===== src/sv/pip_pkg.sv =====
// package for the point-in-polygon crossing test
// shared widths, queue entry type and the edge crossing function; no dependencies
`default_nettype none
package pip_pkg;
  localparam int MaxVertices = 64;
  localparam int CoordWidth  = 16;
  localparam int IdxW        = $clog2(MaxVertices);
  localparam int CntW        = 7;
  localparam int OutCntW     = 6;
  localparam int DiffW       = CoordWidth + 1;
  localparam int ProdW       = 2 * DiffW;

  typedef enum logic [0:0] {
    KIND_VERTEX = 1'b0,
    KIND_POINT  = 1'b1
  } kind_t;

  typedef struct packed {
    logic                  is_point;
    logic [IdxW-1:0]       idx;
    logic [CoordWidth-1:0] x;
    logic [CoordWidth-1:0] y;
  } cmd_t;

  typedef enum logic [1:0] {
    ST_IDLE,
    ST_WALK,
    ST_DRAIN,
    ST_DONE
  } walk_state_t;

  // per-edge classification without the product check
  typedef struct packed {
    logic decided;
    logic crossed;
    logic [DiffW-1:0] dy;
    logic [DiffW-1:0] t;
    logic [DiffW-1:0] ry;
    logic [DiffW-1:0] d;
  } edge_pre_t;

  function automatic edge_pre_t edge_classify(
    input logic signed [CoordWidth-1:0] px, input logic signed [CoordWidth-1:0] py,
    input logic signed [CoordWidth-1:0] x1, input logic signed [CoordWidth-1:0] y1,
    input logic signed [CoordWidth-1:0] x2, input logic signed [CoordWidth-1:0] y2);
    edge_pre_t r;
    logic signed [DiffW-1:0] tx;
    logic signed [DiffW-1:0] dx;
    tx = DiffW'(px) - DiffW'(x1);
    dx = DiffW'(x2) - DiffW'(x1);
    r.dy = DiffW'(y2) - DiffW'(y1);
    r.ry = DiffW'(py) - DiffW'(y1);
    r.t  = tx[DiffW-1] ? -tx : tx;
    r.d  = dx[DiffW-1] ? -dx : dx;
    r.decided = 1'b1;
    r.crossed = 1'b0;
    if ((x1 < px && x2 < px) || (x1 > px && x2 > px)) begin
      r.crossed = 1'b0;
    end else if (y1 < py && y2 < py) begin
      r.crossed = 1'b0;
    end else if (y1 > py && y2 > py) begin
      r.crossed = 1'b1;
    end else if (x1 == x2) begin
      r.crossed = 1'b0;
    end else begin
      r.decided = 1'b0;
    end
    return r;
  endfunction
endpackage
`default_nettype wire


===== src/sv/pip_back.sv =====
// back end: vertex store, edge walk with a registered product check, result register
// depends on pip_pkg
`default_nettype none
module pip_back (
  input  wire logic                              clk,
  input  wire logic                              rst,
  input  wire logic [pip_pkg::CntW-1:0]          vcount,
  input  wire logic                              q_not_empty,
  input  wire pip_pkg::cmd_t                     q_data,
  output logic                                   q_pop,
  output logic                                   out_valid,
  input  wire logic                              out_ready,
  output logic                                   inside_res,
  output logic [pip_pkg::OutCntW-1:0]            crossing_count
);
  localparam int IdxW = pip_pkg::IdxW;
  localparam int CW   = pip_pkg::CoordWidth;
  localparam int DW   = pip_pkg::DiffW;
  localparam int PW   = pip_pkg::ProdW;

  logic [CW-1:0] vx_mem [pip_pkg::MaxVertices];
  logic [CW-1:0] vy_mem [pip_pkg::MaxVertices];

  pip_pkg::walk_state_t state, state_next;
  logic [IdxW:0]     rd_idx, rd_idx_next;
  logic [IdxW:0]     edges_left, edges_left_next;
  logic [pip_pkg::CntW-1:0] n_sat;
  logic [CW-1:0]     rx, ry;
  logic [CW-1:0]     prev_x, prev_y;
  logic              have_prev, have_prev_next;
  logic              rd_valid, rd_valid_next;
  logic              s2_valid;
  logic              s2_decided, s2_crossed;
  logic signed [PW-1:0] s2_lhs, s2_rhs;
  logic [IdxW:0]     count, count_next;
  logic              out_load;
  pip_pkg::edge_pre_t pre;

  assign n_sat = (vcount > pip_pkg::CntW'(pip_pkg::MaxVertices))
               ? pip_pkg::CntW'(pip_pkg::MaxVertices) : vcount;

  // read address is the next index so rx lines up with rd_idx and rd_valid
  always_ff @(posedge clk) begin
    if (q_pop && !q_data.is_point) begin
      vx_mem[q_data.idx] <= q_data.x;
      vy_mem[q_data.idx] <= q_data.y;
    end
    rx <= vx_mem[rd_idx_next[IdxW-1:0]];
    ry <= vy_mem[rd_idx_next[IdxW-1:0]];
  end

  // stage 1 classifies the edge formed by the previous and newly read vertex
  always_comb begin
    pre = pip_pkg::edge_classify(q_data.x, q_data.y, prev_x, prev_y, rx, ry);
  end

  always_ff @(posedge clk) begin
    if (rd_valid) begin
      prev_x <= rx;
      prev_y <= ry;
    end
    s2_decided <= pre.decided;
    s2_crossed <= pre.crossed;
    s2_lhs <= $signed(pre.dy) * $signed({1'b0, pre.t[DW-2:0]});
    s2_rhs <= $signed(pre.ry) * $signed({1'b0, pre.d[DW-2:0]});
  end

  always_comb begin
    state_next      = state;
    rd_idx_next     = rd_idx;
    edges_left_next = edges_left;
    have_prev_next  = have_prev;
    rd_valid_next   = 1'b0;
    count_next      = count;
    q_pop           = 1'b0;
    out_load        = 1'b0;
    if (s2_valid) begin
      if (s2_decided ? s2_crossed : (s2_lhs >= s2_rhs)) count_next = count + 1'b1;
    end
    case (state)
      pip_pkg::ST_IDLE: begin
        if (q_not_empty) begin
          if (!q_data.is_point) begin
            q_pop = 1'b1;
          end else if (!out_valid || out_ready) begin
            count_next = '0;
            if (n_sat < 2) begin
              state_next = pip_pkg::ST_DONE;
            end else begin
              rd_idx_next     = '0;
              edges_left_next = (IdxW+1)'(n_sat - 1'b1);
              have_prev_next  = 1'b0;
              rd_valid_next   = 1'b1;
              state_next      = pip_pkg::ST_WALK;
            end
          end
        end
      end
      pip_pkg::ST_WALK: begin
        if (rd_valid) have_prev_next = 1'b1;
        if (rd_valid && have_prev) edges_left_next = edges_left - 1'b1;
        if (rd_valid && have_prev && edges_left == 1) begin
          state_next = pip_pkg::ST_DRAIN;
        end else if (rd_idx + 1'b1 < (IdxW+1)'(n_sat)) begin
          rd_idx_next   = rd_idx + 1'b1;
          rd_valid_next = 1'b1;
        end
      end
      pip_pkg::ST_DRAIN: begin
        if (!s2_valid) state_next = pip_pkg::ST_DONE;
      end
      pip_pkg::ST_DONE: begin
        // hold until the previous result item has left the output register
        if (!out_valid || out_ready) begin
          q_pop      = 1'b1;
          out_load   = 1'b1;
          state_next = pip_pkg::ST_IDLE;
        end
      end
      default: state_next = pip_pkg::ST_IDLE;
    endcase
  end

  always_ff @(posedge clk) begin
    if (rst) begin
      state     <= pip_pkg::ST_IDLE;
      rd_valid  <= 1'b0;
      s2_valid  <= 1'b0;
      out_valid <= 1'b0;
      have_prev <= 1'b0;
    end else begin
      state     <= state_next;
      rd_valid  <= rd_valid_next;
      s2_valid  <= rd_valid && have_prev && state == pip_pkg::ST_WALK;
      have_prev <= have_prev_next;
      if (out_load) out_valid <= 1'b1;
      else if (out_ready) out_valid <= 1'b0;
    end
    rd_idx     <= rd_idx_next;
    edges_left <= edges_left_next;
    count      <= count_next;
    if (out_load) begin
      inside_res     <= count[0];
      crossing_count <= count[pip_pkg::OutCntW-1:0];
    end
  end
endmodule
`default_nettype wire


===== config.mk =====
export PLATFORM = sky130hd
export DESIGN_NAME = pip_back
export DESIGN_NICKNAME = d
export VERILOG_FILES = /design/src/sv/pip_pkg.sv /design/src/sv/pip_back.sv
export SDC_FILE = /design/constraint.sdc
export NUM_CORES = 2
export LEC_CHECK = 0
export BUFFER_PORTS_ARGS = -buffer_cell sky130_fd_sc_hd__clkbuf_2
export CAP_MARGIN = 20
export CORE_UTILIZATION = 42
export CTS_CLUSTER_DIAMETER = 120
export CTS_CLUSTER_SIZE = 12
export DETAILED_ROUTE_END_ITERATION = 10
export REMOVE_ABC_BUFFERS = 1
export SETUP_SLACK_MARGIN = 0.4
export SYNTH_ARGS = -nofsm -noshare
export SYNTH_HDL_FRONTEND = slang
export SYNTH_SLANG_ARGS = --single-unit

===== constraint.sdc =====
create_clock -name clk -period 11.8 [get_ports clk]
set_input_delay 1.77 -clock clk [delete_from_list [all_inputs] [get_ports clk]]
set_output_delay 1.77 -clock clk [all_outputs]
set_load 0.01 [all_outputs]

==> reports/results.tsv <==
stage	metric	value	unit
yosys	number of flops mapped to enable cells by yosys	2094	
yosys	Seq/Total Area, Yosys	58.3	%
floorplan	DIE AREA	0.269	mm2
min_path	hold crit path type	flop to flop	
floorplan	core area	0.265	mm2
grt	first-pass GRT wire length	498000	um
critical_path	critical path launch point type	input port	
sta	crit share post-route	90.7	%
yosys	Synth Register Bits	2214	
clock_network	CTS Hold Bufs	0	
critical_path	r2r startpoint	prev_y[0]	
critical_path	Max stage delay cell, worst path	xnor2_1	
layout	multi-input logic area	0.0419	mm2
clock_network	post-CTS repair timing setup buffer count	0	
place	number of port buffers	58	
clock_network	Clock Tree Root	clkbuf_16	
job	Max-Cap Viols	0	
detailed_routing	vias per inst	5.95	
yosys	Mapped Area	0.112	mm2
floorplan	chip height	518	um
grt	largest net degree at the start of global routing	177	
min_path	hold path depth	0	
detailed_routing	total wire length	344000	um
clock_network	Clock H-tree levels	4	
grt	gr ovfl total	0	
yosys	syn_area_per_cell	12.7	um2
sta	final hold violations	0	
floorplan	starting density of the core	42.2	%
critical_path	FF-to-FF setup slack	1.67	ns
detailed_routing	WL/cell	27.6	um
min_path	WHS Endpoint	prev_y[0]	
place	Detailed Place HPWL	205000	um
detailed_routing	Via Count	74106	
layout	flip-flop and latch area	0.0653	mm2
sta	RSZ-0062 raised after global routing	false	
clock_network	CTS tree	yes	
critical_path	RR Endpoint	s2_lhs[31]	
layout	Final #Nets	9779	
clock_network	Worst-Skew Late Latency	0.92	ns
critical_path	data arrival time of the worst path	11.48	ns
layout	post-route cell area	0.123	mm2
critical_path	R2R depth	34	
yosys	area share of the largest cell type after synthesis	56.2	%
clock_network	clock tree buffer depth	3	
sta	Setup Viol. Count Final	0	
clock_network	post-CTS resize count	0	
floorplan	Site Rows	189	
floorplan	# IOs	59	
grt	initial antenna violation count	26	
critical_path	Crit Path Category	input port to flop	
yosys	cell taking the most area after synthesis	edfxtp_1	
detailed_routing	DR DRC count	8	
yosys	dominant cells by area after synthesis	edfxtp_1 56%, fa_1 10%, nand2_1 4.9%	
yosys	Yosys cell types	98	
min_path	Hold Path Origin	ry[0]	
sta	Max Clk Rate	0.0934	GHz
detailed_routing	Pre-antenna DRT Iters	9	
grt	Total Routing Usage GR	25.1	%
detailed_routing	DR iter-0 viols	8681	
detailed_routing	antenna viol nets, final	0	
critical_path	Required @ worst endpoint	12.58	ns
clock_network	Clock transition at path regs	0.07	ns
sta	Setup Skew	0.114	ns
layout	Area Growth Syn to Fin	10.1	%
sta	worst slew pin tran	1.32	ns
clock_network	TritonCTS Buffers	203	
sta	Final Max Tran Viols	0	
critical_path	Max FO, Critical Path	10	
sta	post-layout min period	10.71	ns
yosys	ys async rst share	0	%
critical_path	CP endpoint kind	flop	
yosys	main flop type after synthesis	edfxtp_1	
place	dpl cell area	0.117	mm2
yosys	Post-Syn Instances	8843	
place	Final Wtd Congestion	0.901	
critical_path	CP most frequent cell	fa_1	
floorplan	die width	518	um
critical_path	CP max stage delay	0.68	ns
layout	share of layout cells above drive strength 1	8.00	%
sta	Max transition margin	11.2	%
yosys	Yosys Warn Count	0	
grt	vias in the first global route	73383	
clock_network	clk sinks	2214	
status	failing checks	DRC	
status	status	finished, violations left	
layout	Fill cells	23189	
## registers in the layout, indices dropped and copies added (netlist names), 6 cells and up
signal and flops:
count 6, vy_mem 1024, rd_idx 7, rx 16
prev_x 16, vx_mem 1024, edges_left 7, crossing_count 6
ry 16, s2_lhs 34, s2_rhs 34, prev_y 16
## layout by cell type, fill, tap and decap left out, drive strengths merged, types with 11 or more instances in the layout
cell	count
nor4	40
dfxtp	120
nand2b	53
nand3	48
a21o	43
a311oi	515
and2	73
fa	562
nor2b	79
a21oi	108
o2111ai	36
o31ai	13
edfxtp	2094
or3	17
inv	862
nand4	25
or2	11
o41ai	100
nand2	1455
clkbuf	307
a31oi	11
buf	278
nor3	38
nor2	237
clkinv	16
o211ai	17
ha	323
o21bai	15
and3	532
o21a	26
a211oi	522
o21ai	66
xor2	46
xnor2	114
## synthesized netlist by cell type (7+ instances only)
| cell type | n |
|---|---|
| dfxtp_1 | 120 |
| and3_1 | 532 |
| nor3_1 | 38 |
| a211oi_1 | 520 |
| o21ai_1 | 9 |
| a21oi_1 | 107 |
| o41ai_1 | 98 |
| buf_1 | 21 |
| nand3_1 | 47 |
| fa_1 | 562 |
| a311oi_1 | 515 |
| nand2_1 | 1452 |
| and2_1 | 73 |
| clkbuf_1 | 420 |
| or3_1 | 16 |
| a211o_1 | 8 |
| ha_1 | 323 |
| o2111ai_1 | 36 |
| o21bai_1 | 15 |
| buf_2 | 93 |
| nand2b_1 | 53 |
| a21boi_0 | 9 |
| nand3b_1 | 9 |
| o21a_1 | 26 |
| nor4_1 | 39 |
| or2_2 | 9 |
| xnor2_1 | 113 |
| o21ai_0 | 55 |
| o31ai_1 | 11 |
| a31oi_1 | 11 |
| a21o_1 | 43 |
| nor2_1 | 231 |
| nand4_1 | 25 |
| inv_1 | 859 |
| xor2_1 | 45 |
| nor2b_1 | 74 |
| o211ai_1 | 16 |
| edfxtp_1 | 2094 |
| o31a_1 | 7 |
## cell type report
type	instances	share of cell area, %
clock buffers	249	4.28
multi-input cells	5227	34.0
flip-flops and latches	2214	53.0
well taps	3533	3.59
clock inverters	17	0.399
inverters	862	2.63
repair buffers	336	2.04
diodes	9	0.0183
## worst max-delay path: cells and delay by family
kind                     cells  cell delay, ns
buffers and inverters        8            0.76
adder cells (fa/ha/maj)      9            4.08
XOR/XNOR                     2            0.81
AND/OR/NAND/NOR              5            0.70
AO/OA/AOI/OAI               13            3.35
## per-stage QoR
stage | std cells | setup slack (ns) | setup TNS, ns | utilization, % | hold WS, ns
global route | 12442 | 0.570 | 0 | 46.5 | 0.439
CTS | 12429 | 1.17 | 0 | 46.4 | 0.441
floorplan | 8303 | -13.89 | -461.80 | - | 0.408
finish | 12447 | 1.09 | 0 | 46.5 | 0.445
detailed placement | 12163 | 0.273 | 0 | 44.3 | 0.441
global placement | 12156 | 0.439 | 0 | 44.3 | 0.444
## per-layer routing
layer | up-vias | global-route usage (%) | share of wire [%]
li1 | 32083 | - | -
met1 | 37825 | 34.0 | 40
met3 | 634 | 4.44 | 9.3
met2 | 3554 | 40.4 | 46
met5 | - | 0 | 0.025
met4 | 10 | 9.48 | 3.9
## cells by family after synthesis
kind of cell	Yosys count	synth area share, %
XOR/XNOR	160	1.27
flip-flops	2214	58.3
buffers and inverters	1402	4.84
AND/OR/NAND/NOR	2640	11.0
AO/OA/AOI/OAI	1534	10.8
multiplexers	8	0.0861
adder cells (fa/ha/maj)	885	13.7
## worst max path at each step
| stage | endpoint | from | cells past startpoint |
|---|---|---|---|
| after detailed placement | s2_lhs[33] | q_data[16] | 37 |
| after floorplan | rx[0] | vcount[6] | 13 |
| after global placement | s2_lhs[33] | q_data[16] | 37 |
| after CTS | s2_lhs[33] | q_data[16] | 37 |
| after global routing | s2_lhs[33] | q_data[16] | 37 |
| final | s2_lhs[33] | q_data[16] | 37 |
Power is not shown: default switching activity piles up to over one toggle a cycle in this logic, so the estimate is an artifact.
